<file path="config.mk">
export PLATFORM = sky130hd
export DESIGN_NAME = fit_policy_block_allocator
export DESIGN_NICKNAME = d
export VERILOG_FILES = /design/src/rtl/fpba_pkg.sv /design/src/rtl/fpba_ctrl.sv /design/src/rtl/fpba_dpath.sv /design/src/rtl/fit_policy_block_allocator.sv
export SDC_FILE = /design/constraint.sdc
export NUM_CORES = 1
export LEC_CHECK = 0
export BUFFER_PORTS_ARGS = -buffer_cell sky130_fd_sc_hd__buf_2
export CORE_ASPECT_RATIO = 1.75
export CORE_MARGIN = 4
export CORE_UTILIZATION = 40
export DETAILED_ROUTE_END_ITERATION = 16
export GPL_TIMING_DRIVEN = 0
export PLACE_DENSITY = 0.63
export SYNTH_ARGS = -nofsm -noshare
export SYNTH_HDL_FRONTEND = slang
export SYNTH_SLANG_ARGS = --single-unit
</file>
<file path="constraint.sdc">
create_clock -name clock -period 4.7 [get_ports clock]
set_input_delay 0.47 -clock clock [delete_from_list [all_inputs] [get_ports clock]]
set_output_delay 0.47 -clock clock [all_outputs]
set_load 0.05 [all_outputs]
</file>
<file path="src/rtl/fpba_pkg.sv">
`timescale 1ns / 1ps
// ----------------------------------------------------------------------------
// fpba_pkg
// Shared types and codes for the fit policy block allocator: the request and
// response words, the control register indexes and the controller/datapath
// command and status bundles.
// ----------------------------------------------------------------------------
package fpba_pkg;

   // Operation codes carried in the request word.
   localparam logic OP_LOAD  = 1'b0;
   localparam logic OP_ALLOC = 1'b1;

   // Placement policies. The unused code behaves as first fit.
   localparam logic [1:0] FIT_FIRST = 2'd0;
   localparam logic [1:0] FIT_WORST = 2'd1;
   localparam logic [1:0] FIT_BEST  = 2'd2;

   // Control register indexes.
   localparam logic [1:0] CSR_FIT_MODE      = 2'd0;
   localparam logic [1:0] CSR_BLOCKS_IN_USE = 2'd1;

   // Reset values of the control registers.
   localparam logic [1:0] FIT_MODE_RESET      = FIT_FIRST;
   localparam logic [4:0] BLOCKS_IN_USE_RESET = 5'd16;

   typedef logic [1:0] csr_index_type;
   typedef logic [7:0] csr_data_type;

   typedef struct packed {
      logic        opcode;
      logic [3:0]  entry_index;
      logic [15:0] size_value;
   } req_type;

   typedef struct packed {
      logic        found;
      logic [3:0]  chosen_index;
      logic [15:0] block_size_before;
   } rsp_type;

   // Commands from the controller to the datapath.
   typedef struct packed {
      logic accept;   // latch the request word and restart the search
      logic scan;     // issue the next table read of the search
      logic finish;   // write back the table and load the response word
   } dp_cmd_type;

   // Status from the datapath to the controller.
   typedef struct packed {
      logic req_is_load;  // the offered request word is a load
      logic scan_done;    // every searched entry has been read
      logic rsp_busy;     // the response register is full and stalled
   } dp_status_type;

endpackage

</file>
<file path="src/rtl/fpba_ctrl.sv">
`timescale 1ns / 1ps
// ----------------------------------------------------------------------------
// fpba_ctrl
// Sequencer of the allocator: takes a request word, runs the table search
// for an allocation and hands the result to the response register.
// ----------------------------------------------------------------------------
module fpba_ctrl (
   input  logic                    clock,
   input  logic                    reset,
   input  logic                    req_valid,
   output logic                    req_ready,
   input  fpba_pkg::dp_status_type status,
   output fpba_pkg::dp_cmd_type    cmd
);
   import fpba_pkg::*;

   typedef enum logic [1:0] {
      ST_IDLE,
      ST_SCAN,
      ST_FINISH
   } state_type;

   state_type state_ff;
   state_type state_in;

   always_comb begin
      state_in   = state_ff;
      cmd        = '0;
      case (state_ff)
         ST_IDLE: begin
            if (req_valid) begin
               cmd.accept = 1'b1;
               state_in   = status.req_is_load ? ST_FINISH : ST_SCAN;
            end
         end
         ST_SCAN: begin
            // The last read is compared in the cycle that sees scan_done.
            if (status.scan_done) begin
               state_in = ST_FINISH;
            end else begin
               cmd.scan = 1'b1;
            end
         end
         ST_FINISH: begin
            if (!status.rsp_busy) begin
               cmd.finish = 1'b1;
               state_in   = ST_IDLE;
            end
         end
         default: begin
            state_in = ST_IDLE;
         end
      endcase
   end

   assign req_ready = (state_ff == ST_IDLE);

   always_ff @(posedge clock) begin
      if (reset) begin
         state_ff <= ST_IDLE;
      end else begin
         state_ff <= state_in;
      end
   end

   a_one_word_at_a_time: assert property (@(posedge clock) disable iff (reset)
      (req_valid && req_ready) |=> !req_ready)
      else $error("a second request word was taken while one was in progress");

   a_finish_not_stalled: assert property (@(posedge clock) disable iff (reset)
      cmd.finish |-> !status.rsp_busy)
      else $error("response overwritten while the receiver stalled");

endmodule

</file>
<file path="src/rtl/fpba_dpath.sv">
`timescale 1ns / 1ps
// ----------------------------------------------------------------------------
// fpba_dpath
// Datapath of the allocator: control registers, the free size table with its
// valid bits, the search counter, the running pick and the response register.
// ----------------------------------------------------------------------------
module fpba_dpath #(
   parameter int TABLE_DEPTH = 16,
   parameter int SIZE_BITS   = 16
) (
   input  logic                    clock,
   input  logic                    reset,
   input  fpba_pkg::req_type       req_data,
   input  fpba_pkg::dp_cmd_type    cmd,
   output fpba_pkg::dp_status_type status,
   input  logic                    rsp_ready,
   output logic                    rsp_valid,
   output fpba_pkg::rsp_type       rsp_data,
   input  logic                    csr_valid,
   input  fpba_pkg::csr_index_type csr_index,
   input  fpba_pkg::csr_data_type  csr_wdata
);
   import fpba_pkg::*;

   localparam int IDX_W = $clog2(TABLE_DEPTH);
   localparam int CNT_W = $clog2(TABLE_DEPTH + 1);
   localparam int CMP_W = (CNT_W > 5) ? CNT_W : 5;

   // Control registers.
   logic [1:0] fit_mode_ff;
   logic [4:0] blocks_in_use_ff;

   // Latched request.
   logic                 op_ff;
   logic [3:0]           idx_ff;
   logic [SIZE_BITS-1:0] size_ff;

   // Table and its read stage.
   logic [SIZE_BITS-1:0] mem [TABLE_DEPTH];
   logic [TABLE_DEPTH-1:0] valid_ff;
   logic [SIZE_BITS-1:0] rd_data_ff;
   logic                 rd_vld_ff;
   logic [CNT_W-1:0]     rd_cnt_ff;
   logic [IDX_W-1:0]     rd_addr;
   logic                 cmp_vld_ff;
   logic [IDX_W-1:0]     cmp_idx_ff;

   // Running pick.
   logic                 have_ff;
   logic [IDX_W-1:0]     pick_idx_ff;
   logic [SIZE_BITS-1:0] pick_size_ff;

   logic                 rsp_valid_ff;
   rsp_type              rsp_data_ff;

   logic [CMP_W-1:0]     depth_ext;
   logic [CMP_W-1:0]     bu_ext;
   logic [CMP_W-1:0]     count_lim;
   logic                 issue_ok;
   logic                 scan_issue;
   logic [SIZE_BITS-1:0] entry_size;
   logic                 fits;
   logic                 take;
   logic                 load_ok;
   rsp_type              result;
   logic                 wr_en;
   logic [IDX_W-1:0]     wr_addr;
   logic [SIZE_BITS-1:0] wr_data;

   // Search length: the register value, saturated to the table depth.
   assign depth_ext  = CMP_W'(TABLE_DEPTH);
   assign bu_ext     = CMP_W'(blocks_in_use_ff);
   assign count_lim  = (bu_ext > depth_ext) ? depth_ext : bu_ext;
   assign issue_ok   = CMP_W'(rd_cnt_ff) < count_lim;
   assign scan_issue = cmd.scan && issue_ok;
   assign rd_addr    = rd_cnt_ff[IDX_W-1:0];

   // An entry never written since reset reads as an empty block.
   assign entry_size = rd_vld_ff ? rd_data_ff : '0;
   assign fits       = entry_size >= size_ff;

   always_comb begin
      take = 1'b0;
      if (cmp_vld_ff && fits) begin
         if (!have_ff) begin
            take = 1'b1;
         end else if (fit_mode_ff == FIT_WORST) begin
            take = entry_size > pick_size_ff;
         end else if (fit_mode_ff == FIT_BEST) begin
            take = entry_size < pick_size_ff;
         end
      end
   end

   assign load_ok = CMP_W'(idx_ff) < depth_ext;

   always_comb begin
      result  = '0;
      wr_en   = 1'b0;
      wr_addr = pick_idx_ff;
      wr_data = pick_size_ff - size_ff;
      if (op_ff == OP_LOAD) begin
         wr_addr = IDX_W'(idx_ff);
         wr_data = size_ff;
         if (load_ok) begin
            wr_en                    = cmd.finish;
            result.found             = 1'b1;
            result.chosen_index      = idx_ff;
            result.block_size_before = 16'(size_ff);
         end
      end else if (have_ff) begin
         wr_en                    = cmd.finish;
         result.found             = 1'b1;
         result.chosen_index      = 4'(pick_idx_ff);
         result.block_size_before = 16'(pick_size_ff);
      end
   end

   always_ff @(posedge clock) begin
      if (reset) begin
         fit_mode_ff      <= FIT_MODE_RESET;
         blocks_in_use_ff <= BLOCKS_IN_USE_RESET;
      end else if (csr_valid) begin
         case (csr_index)
            CSR_FIT_MODE:      fit_mode_ff      <= csr_wdata[1:0];
            CSR_BLOCKS_IN_USE: blocks_in_use_ff <= csr_wdata[4:0];
            default: ;
         endcase
      end
   end

   // Request payload.
   always_ff @(posedge clock) begin
      if (cmd.accept) begin
         op_ff   <= req_data.opcode;
         idx_ff  <= req_data.entry_index;
         size_ff <= SIZE_BITS'(req_data.size_value);
      end
   end

   // Table: one write port used at finish, one read port used by the search.
   always_ff @(posedge clock) begin
      if (wr_en) begin
         mem[wr_addr] <= wr_data;
      end
      if (scan_issue) begin
         rd_data_ff <= mem[rd_addr];
      end
   end

   always_ff @(posedge clock) begin
      if (reset) begin
         valid_ff <= '0;
      end else if (wr_en) begin
         valid_ff[wr_addr] <= 1'b1;
      end
   end

   always_ff @(posedge clock) begin
      if (scan_issue) begin
         rd_vld_ff  <= valid_ff[rd_addr];
         cmp_idx_ff <= rd_addr;
      end
      if (take) begin
         pick_idx_ff  <= cmp_idx_ff;
         pick_size_ff <= entry_size;
      end
   end

   always_ff @(posedge clock) begin
      if (reset) begin
         rd_cnt_ff  <= '0;
         cmp_vld_ff <= 1'b0;
         have_ff    <= 1'b0;
      end else begin
         cmp_vld_ff <= scan_issue;
         if (cmd.accept) begin
            rd_cnt_ff <= '0;
            have_ff   <= 1'b0;
         end else begin
            if (scan_issue) begin
               rd_cnt_ff <= rd_cnt_ff + 1'b1;
            end
            if (take) begin
               have_ff <= 1'b1;
            end
         end
      end
   end

   always_ff @(posedge clock) begin
      if (reset) begin
         rsp_valid_ff <= 1'b0;
      end else if (cmd.finish) begin
         rsp_valid_ff <= 1'b1;
      end else if (rsp_ready) begin
         rsp_valid_ff <= 1'b0;
      end
   end

   always_ff @(posedge clock) begin
      if (cmd.finish) begin
         rsp_data_ff <= result;
      end
   end

   assign rsp_valid = rsp_valid_ff;
   assign rsp_data  = rsp_data_ff;

   assign status.req_is_load = (req_data.opcode == OP_LOAD);
   assign status.scan_done   = !issue_ok;
   assign status.rsp_busy    = rsp_valid_ff && !rsp_ready;

   a_no_read_during_write: assert property (@(posedge clock) disable iff (reset)
      !(scan_issue && wr_en))
      else $error("table read and write back collided");

   a_finish_loads_word: assert property (@(posedge clock) disable iff (reset)
      cmd.finish |=> rsp_valid_ff)
      else $error("finished result did not reach the response register");

   a_pick_fits: assert property (@(posedge clock) disable iff (reset)
      (have_ff && !cmd.accept) |=> (!have_ff || pick_size_ff >= size_ff))
      else $error("picked block is smaller than the request");

endmodule

</file>
<file path="src/rtl/fit_policy_block_allocator.sv">
`timescale 1ns / 1ps
// ----------------------------------------------------------------------------
// fit_policy_block_allocator
// Free block table with first, worst and best fit placement.
// ----------------------------------------------------------------------------
// Usage:
//   req_*  : request word. A load writes one table entry and echoes it; an
//            allocate searches the first blocks_in_use entries and shrinks
//            the chosen one by the request.
//   rsp_*  : one response word per request, held in an output register.
//   csr_*  : control register writes, always ready; write only while idle.
//            Index 0 is the fit mode, index 1 the number of searched entries.
// Timing:
//   A load goes from acceptance to the finish step, which writes the entry
//   and loads the response into the output register once it is not stalled.
//   An allocate reads one table entry per cycle through the single read port,
//   compares each read against the running pick, then finishes like a load.
// Reset clears the table to empty blocks (valid bits), the fit mode to first
// fit and the search length to 16. No clearing pass is needed.
// A stalled receiver holds the response; the next request is still taken and
// processed, and its result waits until the held word has been taken.
// ----------------------------------------------------------------------------
module fit_policy_block_allocator #(
   parameter int TABLE_DEPTH = 16,
   parameter int SIZE_BITS   = 16
) (
   input  logic                    clock,
   input  logic                    reset,
   input  logic                    req_valid,
   output logic                    req_ready,
   input  fpba_pkg::req_type       req_data,
   output logic                    rsp_valid,
   input  logic                    rsp_ready,
   output fpba_pkg::rsp_type       rsp_data,
   input  logic                    csr_valid,
   output logic                    csr_ready,
   input  fpba_pkg::csr_index_type csr_index,
   input  fpba_pkg::csr_data_type  csr_wdata
);
   import fpba_pkg::*;

   dp_cmd_type    cmd;
   dp_status_type status;

   assign csr_ready = 1'b1;

   fpba_ctrl u_ctrl (
      .clock     (clock),
      .reset     (reset),
      .req_valid (req_valid),
      .req_ready (req_ready),
      .status    (status),
      .cmd       (cmd)
   );

   fpba_dpath #(
      .TABLE_DEPTH (TABLE_DEPTH),
      .SIZE_BITS   (SIZE_BITS)
   ) u_dpath (
      .clock     (clock),
      .reset     (reset),
      .req_data  (req_data),
      .cmd       (cmd),
      .status    (status),
      .rsp_ready (rsp_ready),
      .rsp_valid (rsp_valid),
      .rsp_data  (rsp_data),
      .csr_valid (csr_valid),
      .csr_index (csr_index),
      .csr_wdata (csr_wdata)
   );

endmodule
</file>
==> results.json <==
{
  "cts_tree": "built",
  "wire_per_inst_um": 24.2,
  "final_max_slew_viol_count": 0,
  "die_h_um": 271,
  "holdWs_ns": 0.108,
  "drt_iter0_drc": 613,
  "synth_top_family_by_area": "multiplexers",
  "worst_slack_ns": 0.250,
  "grt_pass1_wl_um": 56900,
  "clock.fmax_ghz": 0.225,
  "ctsHoldBuffers": 0,
  "portBuffers": 54,
  "clock_latency_ns": 0.53,
  "cp.required_ns": 4.84,
  "dp_slack_ns": 0.355,
  "vias": 8767,
  "clock-root-buffer": "clkbuf_16",
  "coreArea_um2": 39200,
  "tightest_slew_ns": 1.29,
  "ys_seq_elements": 372,
  "reg2reg_slack_ns": 0.25,
  "first_global_vias": 9303,
  "start_util_pct": 40.3,
  "antenna_found_initial": 0,
  "final_cell_mix": "edfxtp_1, mux4_2, nor2_1",
  "peakVddDrop_v": 0.000192,
  "drc": 0,
  "synthesis.nets": 1042,
  "drive_gt1_share_pct": 22.7,
  "cts.path.max_buffers": 3,
  "rows": 96,
  "period_minus_slack_ns": 4.45,
  "nets": 1153,
  "netlist_area_um2": 15800,
  "timing.hold.worst.class": "in -> reg",
  "setup_viol": 0,
  "synthAdderAreaFrac_pct": 4.14,
  "status": "finished, final reports clean",
  "synth-compound-area-share_pct": 5.92,
  "final_common_cell": "edfxtp_1",
  "synth.area.mux_share_pct": 12.6,
  "synth_edf_count": 339,
  "io_pins": 60,
  "synthCells": 956,
  "synth_flop_cell": "edfxtp_1",
  "numCtsBuffers": 34,
  "finalCritPeriodShare_pct": 94.7,
  "hold_viol_final": 0,
  "path_class": "reg -> reg",
  "synth_top_cell_area_share_pct": 64.5,
  "gp_congestion": 0.900,
  "yosysWarnings": 0,
  "synth.area.top_cells": "edfxtp_1, mux4_2, dfxtp_1",
  "synth_top_cell_by_area": "edfxtp_1",
  "yosys.cell_types.count": 60,
  "critPathCaptureType": "flip-flop",
  "area_delta_synth_final_pct": 16.0,
  "power_density_nw_per_um2": 393,
  "fp.dieW_um": 158,
  "ant_nets": 0,
  "p_leak_nw": 6.32,
  "first_pass_iters": 8,
  "antenna_cells": 0,
  "clock_skew_ns": 0.0209,
  "gr-total-overflow": 0,
  "avgSynthCellArea_um2": 16.5,
  "rsz0062_at_grt": "false",
  "dieArea_um2": 42900,
  "path_clk_slew_ns": 0.07,
  "ys_seq_area_share_pct": 68.6,
  "grt_max_degree": 24,
  "vias_per_cell": 5.54,
  "finalPower_mw": 7.20,
  "slew_headroom_pct": 13.7,
  "cts-resized-gates": 0,
  "track_usage_pct": 18.0,
  "post_cts_buffers": 0,
  "synthSimpleGateAreaFrac_pct": 6.12,
  "startpoint_type": "flip-flop",
  "clock_sinks": 372,
  "maxCapViolCount": 0,
  "async_flop_share_pct": 0,
  "htree_num_levels": 2,
  "synth_xor_area_share_pct": 0.499,
  "crit_arrival_ns": 4.59,
  "worstPathMaxFanout": 20,
  "fillers": 3302,
  "drt_wl_total_um": 38400,
  "hpwl_um": 28500
}
[synthesized netlist by cell type (all sizes together) (3+ instances only)]
master	number
nor2	85
nor4	3
dfxtp	33
a2111oi	5
buf	10
a32o	3
or3	4
a21oi	42
or2	4
mux4	85
o21a	5
and2	19
inv	49
nand3	11
nand2b	7
ha	49
a22o	4
nor3b	3
a211oi	6
a21o	21
clkbuf	26
nand2	42
o21ai	24
edfxtp	339
and3	5
mux2i	7
nor2b	5
nor3	8
xor2	5
xnor2	4
nand4	4
a31oi	3
o211ai	5
[critical path, stage by stage (launching register included)]
cell and delay [ns]:
edfxtp_1 0.64, clkbuf_1 0.56, and2_1 0.33, ha_1 0.19, nand3_1 0.13, nor3_1 0.78
a21oi_1 0.20, a2111o_1 0.47, a31oi_4 0.75
[kinds of logic after synthesis]
group	count (synthesis)
mux	92
xor+xnor	9
buf+inv	85
compound gates	139
other cells	1
fa+ha+maj	52
flops	372
simple gates	206
[sequential cells by signal, summed over array words and instances, names as in the netlist, 2 cells and up]
register	flops
u_dpath.mem	256
u_dpath.rsp_data	21
u_dpath.pick_size_ff	16
u_dpath.rd_data_ff	16
u_dpath.size_ff	16
u_dpath.valid_ff	16
u_dpath.blocks_in_use_ff	5
u_dpath.rd_cnt_ff	5
u_dpath.cmp_idx_ff	4
u_dpath.idx_ff	4
u_dpath.pick_idx_ff	4
u_ctrl.state_ff	2
u_dpath.fit_mode_ff	2
[routing by layer]
| layer | GRT usage (%) | share of wire, % |
|---|---|---|
| met1 | 18.7 | 33 |
| met2 | 35.1 | 58 |
| met3 | 1.74 | 3.7 |
| met4 | 8.69 | 5.4 |
| met5 | 0 | 0 |
[path summary, 6_finish.rpt]
path | from | endpoint | cells after the start
setup / recovery | u_dpath.rd_vld_ff | u_dpath.pick_size_ff[5] | 8
hold reg to reg | u_dpath.cmp_idx_ff[3] | u_dpath.pick_idx_ff[3] | 0
hold / removal | req_data[15] | u_dpath.size_ff[15] | 1
setup reg to reg | u_dpath.rd_vld_ff | u_dpath.pick_size_ff[5] | 8
[power by group]
part           internal, mW  leakage (nW)  switching (mW)
combinational         0.171          2.40           0.382
clock                  1.70         0.579            1.19
sequential             3.74          3.35          0.0245
total                  5.61          6.32            1.60
[per-stage QoR]
stage | utilization [%] | area (um^2) | setup TNS, ns | std cells
4_1_cts | 46.8 | 18300 | 0 | 1583
3_5_place_dp | 43.8 | 17100 | 0 | 1521
5_1_grt | 46.8 | 18300 | 0 | 1583
2_1_floorplan | - | 15800 | 0 | 956
6_report | 46.8 | 18300 | 0 | 1583
3_3_place_gp | 42.6 | 16700 | -108.87 | 1500
[final cells by class]
cell class                      instances  area, um^2  share of cell area, %
Multi-Input combinational cell        499        4700                   25.7
Clock buffer                           42         975                   5.32
Tap cell                              490         613                   3.35
Sequential cell                       372       10800                   59.2
Timing Repair Buffer                   75         656                   3.58
Clock inverter                         20         200                   1.09
Inverter                               49         184                   1.00
Buffer                                 36         148                  0.806
No activity file was read; power rests on OpenSTA's default activity.
